===== src/rtl/core/boot_header_validator_unit_macros.svh =====
// ---------------------------------------------------------------------------
// boot_header_validator_unit_macros.svh
// assertion helpers shared by the boot header validator rtl
// ---------------------------------------------------------------------------
`ifndef BOOT_HEADER_VALIDATOR_UNIT_MACROS_SVH
`define BOOT_HEADER_VALIDATOR_UNIT_MACROS_SVH

// same-cycle implication, checked on clk while out of reset
`define BHV_ASSERT_NOW(label, ante, cons) \
  label: assert property (@(posedge clk) disable iff (!rst_n) (ante) |-> (cons)) \
    else $error("bhv assertion failed");

// next-cycle implication, checked on clk while out of reset
`define BHV_ASSERT_NEXT(label, ante, cons) \
  label: assert property (@(posedge clk) disable iff (!rst_n) (ante) |=> (cons)) \
    else $error("bhv assertion failed");

`endif


===== src/rtl/core/bhv_pkg.sv =====
// ---------------------------------------------------------------------------
// bhv_pkg
// types and constants of the boot header validator
// ---------------------------------------------------------------------------
package bhv_pkg;

  localparam int unsigned WORD_W     = 32;
  localparam int unsigned STATUS_W   = 4;
  localparam int unsigned CFG_ADDR_W = 4;
  localparam int unsigned IN_DATA_W  = 320;
  localparam int unsigned OUT_DATA_W = 40;

  typedef logic [WORD_W-1:0]   word_t;
  typedef logic [STATUS_W-1:0] status_t;
  typedef logic [CFG_ADDR_W-1:0] cfg_addr_t;

  // status codes, first failing check wins
  localparam status_t ST_OK          = 4'd0;
  localparam status_t ST_MAGIC       = 4'd1;
  localparam status_t ST_VERSION     = 4'd2;
  localparam status_t ST_HDR_LEN     = 4'd3;
  localparam status_t ST_TYPE        = 4'd4;
  localparam status_t ST_PAY_ALIGN   = 4'd5;
  localparam status_t ST_SIG_ALIGN   = 4'd6;
  localparam status_t ST_LOAD_ALIGN  = 4'd7;
  localparam status_t ST_ENTRY_ALIGN = 4'd8;
  localparam status_t ST_SIG_LEN     = 4'd9;
  localparam status_t ST_OVERLAP     = 4'd10;
  localparam status_t ST_PAY_BOUNDS  = 4'd11;
  localparam status_t ST_SIG_BOUNDS  = 4'd12;
  localparam status_t ST_LOAD_BOUNDS = 4'd13;
  localparam status_t ST_ENTRY_RANGE = 4'd14;

  // configuration register indexes
  localparam cfg_addr_t REG_EXP_MAGIC   = 4'd0;
  localparam cfg_addr_t REG_EXP_VERSION = 4'd1;
  localparam cfg_addr_t REG_EXP_TYPE    = 4'd2;
  localparam cfg_addr_t REG_IMAGE_BASE  = 4'd3;
  localparam cfg_addr_t REG_DWIN_BASE   = 4'd4;
  localparam cfg_addr_t REG_DWIN_SIZE   = 4'd5;
  localparam cfg_addr_t REG_EWIN_BASE   = 4'd6;
  localparam cfg_addr_t REG_EWIN_SIZE   = 4'd7;

  // register reset values
  localparam word_t RST_IMAGE_BASE = 32'h0002_3000;
  localparam word_t RST_DWIN_BASE  = 32'h0002_0000;
  localparam word_t RST_DWIN_SIZE  = 32'h0001_0000;
  localparam word_t RST_EWIN_BASE  = 32'h0001_0000;
  localparam word_t RST_EWIN_SIZE  = 32'h0001_0000;

  localparam word_t SIG_BYTES  = 32'd64;
  localparam logic [1:0] ALIGN_MASK = 2'b11;

  // operands of one region test
  typedef struct packed {
    word_t addr;
    word_t len;
    word_t base;
    word_t win_end;
  } region_req_t;

endpackage


===== src/rtl/core/bhv_region_fit.sv =====
// ---------------------------------------------------------------------------
// bhv_region_fit
// checks that a nonempty region lies inside a window without 32-bit overflow
// ---------------------------------------------------------------------------
module bhv_region_fit (
  input  bhv_pkg::region_req_t req,
  output logic                 fit
);

  logic [bhv_pkg::WORD_W:0] end_full;

  assign end_full = {1'b0, req.addr} + {1'b0, req.len};

  always_comb begin
    fit = (req.len != '0) && !end_full[bhv_pkg::WORD_W] && (req.addr >= req.base) &&
          (end_full[bhv_pkg::WORD_W-1:0] <= req.win_end);
  end

endmodule


===== src/rtl/core/boot_header_validator_unit.sv =====
// ---------------------------------------------------------------------------
// boot_header_validator_unit
// validates boot image header fields and reports the first failing check
// ---------------------------------------------------------------------------
// One header enters per in_ transfer: in_tdata carries the ten 32-bit header
// fields. One result leaves per out_ transfer: a 4-bit status code (0 when
// every check passes) and the payload source address image_base + offset.
// The cfg_ port writes the expected magic, version and type, the image base
// and the data and execution windows; write it only while no header is in
// flight.
// Pipeline: input register, a stage that forms the sums (payload and
// signature source, load end) and the early checks, then the region
// compares feeding the result register. A header passes through the input
// register, the stage-2 register and the result register before out_tvalid
// rises; one header per cycle is taken while out_tready does not stall.
// A stalled out_tready holds the result register; the stages behind it keep
// taking headers until all three are full, then in_tready drops.
// Reset empties the pipeline and loads the register defaults.
// ---------------------------------------------------------------------------
`include "boot_header_validator_unit_macros.svh"

module boot_header_validator_unit #(
  parameter int unsigned HEADER_BYTES = 64
) (
  input  logic                             clk,
  input  logic                             rst_n,
  // magic_word, format_version, header_length, image_type, payload_offset,
  // payload_length, signature_offset, signature_length, load_address,
  // entry_address (32 bits each, lowest first)
  input  logic [bhv_pkg::IN_DATA_W-1:0]    in_tdata,
  input  logic                             in_tvalid,
  output logic                             in_tready,
  // status [3:0], payload_source [35:4], zero pad [39:36]
  output logic [bhv_pkg::OUT_DATA_W-1:0]   out_tdata,
  output logic                             out_tvalid,
  input  logic                             out_tready,
  input  logic                             cfg_wr_en,
  input  bhv_pkg::cfg_addr_t               cfg_addr,
  input  bhv_pkg::word_t                   cfg_wdata
);

  // configuration registers
  bhv_pkg::word_t exp_magic_r, exp_version_r, exp_type_r, image_base_r;
  bhv_pkg::word_t dwin_base_r, dwin_size_r, ewin_base_r, ewin_size_r;
  bhv_pkg::word_t dwin_end_r, ewin_end_r;

  always_ff @(posedge clk) begin
    if (!rst_n) begin
      exp_magic_r   <= '0;
      exp_version_r <= '0;
      exp_type_r    <= '0;
      image_base_r  <= bhv_pkg::RST_IMAGE_BASE;
      dwin_base_r   <= bhv_pkg::RST_DWIN_BASE;
      dwin_size_r   <= bhv_pkg::RST_DWIN_SIZE;
      ewin_base_r   <= bhv_pkg::RST_EWIN_BASE;
      ewin_size_r   <= bhv_pkg::RST_EWIN_SIZE;
    end else if (cfg_wr_en) begin
      unique case (cfg_addr)
        bhv_pkg::REG_EXP_MAGIC:   exp_magic_r   <= cfg_wdata;
        bhv_pkg::REG_EXP_VERSION: exp_version_r <= cfg_wdata;
        bhv_pkg::REG_EXP_TYPE:    exp_type_r    <= cfg_wdata;
        bhv_pkg::REG_IMAGE_BASE:  image_base_r  <= cfg_wdata;
        bhv_pkg::REG_DWIN_BASE:   dwin_base_r   <= cfg_wdata;
        bhv_pkg::REG_DWIN_SIZE:   dwin_size_r   <= cfg_wdata;
        bhv_pkg::REG_EWIN_BASE:   ewin_base_r   <= cfg_wdata;
        bhv_pkg::REG_EWIN_SIZE:   ewin_size_r   <= cfg_wdata;
        default: ;
      endcase
    end
  end

  // window ends wrap to 32 bits
  always_ff @(posedge clk) begin
    dwin_end_r <= dwin_base_r + dwin_size_r;
    ewin_end_r <= ewin_base_r + ewin_size_r;
  end

  // pipeline handshake
  logic s1_vld_r, s2_vld_r, s3_vld_r;
  logic adv1, adv2, adv3;

  assign adv3      = !s3_vld_r || out_tready;
  assign adv2      = !s2_vld_r || adv3;
  assign adv1      = !s1_vld_r || adv2;
  assign in_tready = adv1;

  always_ff @(posedge clk) begin
    if (!rst_n) begin
      s1_vld_r <= 1'b0;
      s2_vld_r <= 1'b0;
      s3_vld_r <= 1'b0;
    end else begin
      if (adv1) s1_vld_r <= in_tvalid;
      if (adv2) s2_vld_r <= s1_vld_r;
      if (adv3) s3_vld_r <= s2_vld_r;
    end
  end

  // stage 1: input register
  bhv_pkg::word_t s1_magic_r, s1_version_r, s1_hlen_r, s1_type_r, s1_poff_r;
  bhv_pkg::word_t s1_plen_r, s1_soff_r, s1_slen_r, s1_load_r, s1_entry_r;

  always_ff @(posedge clk) begin
    if (adv1) begin
      s1_magic_r   <= in_tdata[31:0];
      s1_version_r <= in_tdata[63:32];
      s1_hlen_r    <= in_tdata[95:64];
      s1_type_r    <= in_tdata[127:96];
      s1_poff_r    <= in_tdata[159:128];
      s1_plen_r    <= in_tdata[191:160];
      s1_soff_r    <= in_tdata[223:192];
      s1_slen_r    <= in_tdata[255:224];
      s1_load_r    <= in_tdata[287:256];
      s1_entry_r   <= in_tdata[319:288];
    end
  end

  // stage 2: field checks and address sums
  bhv_pkg::status_t early_nxt, s2_early_r;
  bhv_pkg::word_t   s2_psrc_r, s2_ssrc_r, s2_plen_r, s2_slen_r;
  bhv_pkg::word_t   s2_load_r, s2_load_end_r, s2_entry_r;

  always_comb begin
    priority if (s1_magic_r != exp_magic_r)                  early_nxt = bhv_pkg::ST_MAGIC;
    else if (s1_version_r != exp_version_r)                  early_nxt = bhv_pkg::ST_VERSION;
    else if (s1_hlen_r != bhv_pkg::WORD_W'(HEADER_BYTES))    early_nxt = bhv_pkg::ST_HDR_LEN;
    else if (s1_type_r != exp_type_r)                        early_nxt = bhv_pkg::ST_TYPE;
    else if ((s1_poff_r[1:0] & bhv_pkg::ALIGN_MASK) != '0)   early_nxt = bhv_pkg::ST_PAY_ALIGN;
    else if ((s1_soff_r[1:0] & bhv_pkg::ALIGN_MASK) != '0)   early_nxt = bhv_pkg::ST_SIG_ALIGN;
    else if ((s1_load_r[1:0] & bhv_pkg::ALIGN_MASK) != '0)   early_nxt = bhv_pkg::ST_LOAD_ALIGN;
    else if ((s1_entry_r[1:0] & bhv_pkg::ALIGN_MASK) != '0)  early_nxt = bhv_pkg::ST_ENTRY_ALIGN;
    else if (s1_slen_r != bhv_pkg::SIG_BYTES)                early_nxt = bhv_pkg::ST_SIG_LEN;
    else if (s1_poff_r < s1_hlen_r)                          early_nxt = bhv_pkg::ST_OVERLAP;
    else                                                     early_nxt = bhv_pkg::ST_OK;
  end

  always_ff @(posedge clk) begin
    if (adv2) begin
      s2_early_r    <= early_nxt;
      s2_psrc_r     <= image_base_r + s1_poff_r;
      s2_ssrc_r     <= image_base_r + s1_soff_r;
      s2_plen_r     <= s1_plen_r;
      s2_slen_r     <= s1_slen_r;
      s2_load_r     <= s1_load_r;
      s2_load_end_r <= s1_load_r + s1_plen_r;
      s2_entry_r    <= s1_entry_r;
    end
  end

  // stage 3: region checks into the result register
  bhv_pkg::region_req_t pay_req, sig_req, load_req;
  logic pay_fit, sig_fit, load_fit;
  bhv_pkg::status_t status_nxt, s3_status_r;
  bhv_pkg::word_t   s3_psrc_r;

  assign pay_req  = '{addr: s2_psrc_r, len: s2_plen_r, base: dwin_base_r, win_end: dwin_end_r};
  assign sig_req  = '{addr: s2_ssrc_r, len: s2_slen_r, base: dwin_base_r, win_end: dwin_end_r};
  assign load_req = '{addr: s2_load_r, len: s2_plen_r, base: ewin_base_r, win_end: ewin_end_r};

  bhv_region_fit u_pay_fit  (.req(pay_req),  .fit(pay_fit));
  bhv_region_fit u_sig_fit  (.req(sig_req),  .fit(sig_fit));
  bhv_region_fit u_load_fit (.req(load_req), .fit(load_fit));

  always_comb begin
    priority if (s2_early_r != bhv_pkg::ST_OK) status_nxt = s2_early_r;
    else if (!pay_fit)                          status_nxt = bhv_pkg::ST_PAY_BOUNDS;
    else if (!sig_fit)                          status_nxt = bhv_pkg::ST_SIG_BOUNDS;
    else if (!load_fit)                         status_nxt = bhv_pkg::ST_LOAD_BOUNDS;
    else if ((s2_entry_r < s2_load_r) || (s2_entry_r >= s2_load_end_r))
                                                status_nxt = bhv_pkg::ST_ENTRY_RANGE;
    else                                        status_nxt = bhv_pkg::ST_OK;
  end

  always_ff @(posedge clk) begin
    if (adv3) begin
      s3_status_r <= status_nxt;
      s3_psrc_r   <= s2_psrc_r;
    end
  end

  assign out_tvalid = s3_vld_r;
  assign out_tdata  = {4'b0000, s3_psrc_r, s3_status_r};

  // a ready sink never backs up the input
  `BHV_ASSERT_NOW(a_ready_chain, out_tready, in_tready)
  // input only blocks when all three stages hold a header
  `BHV_ASSERT_NOW(a_full_stall, !in_tready, s1_vld_r && s2_vld_r && s3_vld_r && !out_tready)
  // a passing header always has its payload at or above the data window base
  `BHV_ASSERT_NOW(a_ok_in_window, out_tvalid && (s3_status_r == bhv_pkg::ST_OK),
                  s3_psrc_r >= dwin_base_r)
  // a stage-2 header moves into the result register when it advances
  `BHV_ASSERT_NEXT(a_stage_move, s2_vld_r && adv3, out_tvalid)

endmodule

===== config.mk =====
export PLATFORM = sky130hd
export DESIGN_NAME = boot_header_validator_unit
export DESIGN_NICKNAME = d
export VERILOG_FILES = /design/src/rtl/core/bhv_pkg.sv /design/src/rtl/core/bhv_region_fit.sv /design/src/rtl/core/boot_header_validator_unit.sv
export VERILOG_INCLUDE_DIRS = /design/src /design/src/rtl/core
export SDC_FILE = /design/constraint.sdc
export NUM_CORES = 2
export LEC_CHECK = 0
export BUFFER_PORTS_ARGS = -buffer_cell sky130_fd_sc_hd__buf_2
export CORE_MARGIN = 3
export CORE_UTILIZATION = 55
export CTS_BUF_LIST = sky130_fd_sc_hd__clkbuf_8
export CTS_CLUSTER_SIZE = 20
export DETAILED_ROUTE_END_ITERATION = 8
export GPL_TIMING_DRIVEN = 0
export HOLD_SLACK_MARGIN = 0.12
export PLACE_DENSITY = 0.79
export RECOVER_POWER = 100
export SLEW_MARGIN = 20
export SYNTH_ARGS = -nofsm -noshare
export SYNTH_HDL_FRONTEND = slang
export SYNTH_SLANG_ARGS = --single-unit

===== constraint.sdc =====
create_clock -name clk -period 11 [get_ports clk]
set_input_delay 1.1 -clock clk [delete_from_list [all_inputs] [get_ports clk]]
set_output_delay 1.1 -clock clk [all_outputs]
set_load 0.05 [all_outputs]

==> reports/results.ini <==
[run_status]
status=complete, but fails checks
violations=max-capacitance violations, max-slew violations

[routing]
route.detailed.drc=0
drt-initial-drc-count=3229
firstDrtPassIters=6
dr_total_vias=36600
drt-total-wl_mm=138
ant_nets=0
via_per_inst=5.77
routedWlPerCell_um=21.8

[sta]
tightest_slew_ns=3.16
setup_violations=0
period_needed_ns=7.75
fin_tns_setup_ns=0
whs_ns=0.415
skew_ns=0.0449
post-route-period-util_pct=70.5
maxSlewHeadroom_pct=-111
finalHoldViolCount=0
grt_setup_unrepaired=false
drv_slew=539
max_freq_mhz=129

[cts]
cts_setup_buffers=0
cts_buffers=152
ctsResizeCount=0
cts.hold.buffers_added=0
clk_pin_slew_ns=0.07
h-tree-depth=4
clkSinkCount=907
clockRootBuffer=clkbuf_8
clk_latency_ns=0.85
cts_tree=yes
cts_buffer_depth=3

[cells_and_area]
drive_above_1_share_pct=11.0
area_growth_pct=12.8
final_util_pct=62.8
final_area_sq_mm=0.0547
final_cell_mix=nand2_1 (620), edfxtp_1 (584), ha_1 (537)
finalNetCount=5955
layout_commonest_cell=nand2_1

[setup_path]
path_buf_inv=3
worstPathRequired_ns=11.38
path_max_fanout=49
worst-setup-path-type=reg2reg
start_kind=flip-flop
cpMaxStageDelayCell=clkbuf_1
path_cells=nor2b_1 -> nand3_1 -> clkbuf_1 -> clkbuf_1 -> clkbuf_1
slowest_delay_ns=2.03
cp_common_cell=clkbuf_1
cp-end-kind=flip-flop
arrival_ns=8.13
cp_top_family=buffers and inverters

[run]
maxCapViolCount=12

[synth]
synth-edff-count=584
yosysSeqAreaShare_pct=49.5
synth-seq-cells=907
ys_warn_count=0
postSynth.asyncResetShare_pct=0
synth_cell_type_count=79
syn-cell-area_sq_mm=0.0485
syn_inst=4515
syn_avg_cell_area_sq_um=10.7
ys.flop_type=edfxtp_1

[grt]
grt_pass1_vias=35500
grt_pass1_wl_mm=205
grt_use_total_pct=29.8
grt_overflow_total=0
grt_max_degree=60
antenna_found_initial=18

[floorplan]
die-area_sq_mm=0.0918
start_util_pct=55.6
die_x_um=303
die_h_um=303
ioPinCount=403
placementRows=108
coreArea_sq_mm=0.0872

[placed_design]
port_buffers=365
place_congestion=0.958
place_hpwl_mm=107
placed_area_sq_mm=0.0521

[min_path]
hold_class=reg2reg

[power_and_ir_drop]
ir_drop_mv=0.142
p_leak_nw=23.2
power_per_cell_area_mw_per_mm2=150

[report_power, final]
| group | total [mW] | switching [mW] | leakage, nW | internal [mW] |
|---|---|---|---|---|
| registers | 3.95 | 0.147 | 8.79 | 3.81 |
| logic | 1.28 | 0.727 | 12.6 | 0.554 |
| clock network | 2.96 | 1.44 | 1.72 | 1.52 |
| total | 8.19 | 2.31 | 23.2 | 5.88 |
[cells in the mapped netlist (4+ instances only)]
| library cell | count | area (sq um) |
|---|---|---|
| nor3_1 | 51 | 255 |
| a2111oi_0 | 12 | 105 |
| nor2b_1 | 45 | 282 |
| o211a_1 | 4 | 40.0 |
| a31oi_1 | 15 | 93.8 |
| edfxtp_1 | 584 | 17500 |
| clkbuf_1 | 89 | 334 |
| o21ai_0 | 139 | 696 |
| a21oi_1 | 238 | 1190 |
| a221oi_1 | 5 | 43.8 |
| o22ai_1 | 4 | 25.0 |
| or2_2 | 10 | 62.6 |
| a221o_1 | 9 | 90.1 |
| xnor2_1 | 194 | 1700 |
| o21bai_1 | 25 | 188 |
| nand3_1 | 62 | 310 |
| and3_1 | 17 | 106 |
| or3_1 | 11 | 68.8 |
| o2111ai_1 | 4 | 35.0 |
| nand2_1 | 620 | 2330 |
| ha_1 | 537 | 6720 |
| nor2_1 | 171 | 642 |
| and2_1 | 14 | 87.6 |
| o31ai_1 | 19 | 143 |
| a21o_1 | 195 | 1460 |
| o41a_1 | 5 | 56.3 |
| buf_4 | 34 | 255 |
| nand3b_1 | 7 | 52.6 |
| a311oi_1 | 4 | 35.0 |
| o211ai_1 | 16 | 120 |
| a211o_1 | 18 | 158 |
| xor2_1 | 125 | 1090 |
| nor4_1 | 60 | 375 |
| inv_1 | 296 | 1110 |
| o21a_1 | 54 | 405 |
| o41ai_1 | 4 | 35.0 |
| fa_1 | 8 | 160 |
| a21boi_0 | 254 | 1910 |
| o21ai_1 | 10 | 50.1 |
| nand4_1 | 80 | 500 |
| a211oi_1 | 30 | 225 |
| nand2b_1 | 48 | 300 |
| and4_1 | 11 | 96.3 |
| nor3b_1 | 5 | 37.5 |
| dfxtp_1 | 323 | 6470 |
[routing by layer]
metal	GRT usage [%]	wire length, um	vias to the layer above
li1	-	-	17400
met1	37.9	56100	17200
met2	47.7	63100	1482
met3	6.70	11100	402
met4	15.2	7710	14
met5	0	81	-
[final cells by class]
class                      instances  area (sq um)
timing repair buffer             377          1790
sequential                       907         24000
clock buffer                     168          2310
inverter                         296          1110
fill                            7029         32400
antenna                            6          15.0
multi-input combinational       3192         22800
buffer                           123           589
clock inverter                   109           666
tap                             1155          1450
[kinds of logic (layout without fill, tap and decap cells)]
| group | Yosys count | after routing | share of synthesized area (%) |
|---|---|---|---|
| AOI/OAI and AO/OA | 1100 | 1100 | 15.5 |
| xor gates and xnor gates | 319 | 319 | 5.76 |
| adders and majority gates | 545 | 545 | 14.2 |
| buffers and inverters | 419 | 1073 | 3.51 |
| DFF | 907 | 907 | 49.5 |
| other | 1 | 10 | 0.00773 |
| and+or+nand+nor | 1224 | 1224 | 11.6 |
[worst paths after layout]
path	slack [ns]	startpoint	end	cells after the start
hold / removal	0.41	s1_entry_r[21]$_DFFE_PP_	s2_entry_r[21]$_DFFE_PP_	0
hold reg to reg	0.41	s1_entry_r[21]$_DFFE_PP_	s2_entry_r[21]$_DFFE_PP_	0
setup reg to reg	3.25	out_tvalid$_SDFFE_PN0P_	s1_hlen_r[13]$_DFFE_PP_	5
setup / recovery	3.25	out_tvalid$_SDFFE_PN0P_	s1_hlen_r[13]$_DFFE_PP_	5
[stage by stage]
stage | power [mW] | instances | setup slack (ns)
final | 8.19 | 6333 | 3.25
after global routing | 8.56 | 6330 | 2.47
after CTS | 8.23 | 6327 | 5.02
after detailed placement | 5.28 | 6050 | 5.07
after global placement | 5.24 | 6038 | 0.537
after floorplan | 4.86 | 4518 | 3.20
(Power assumes the default switching activity.)
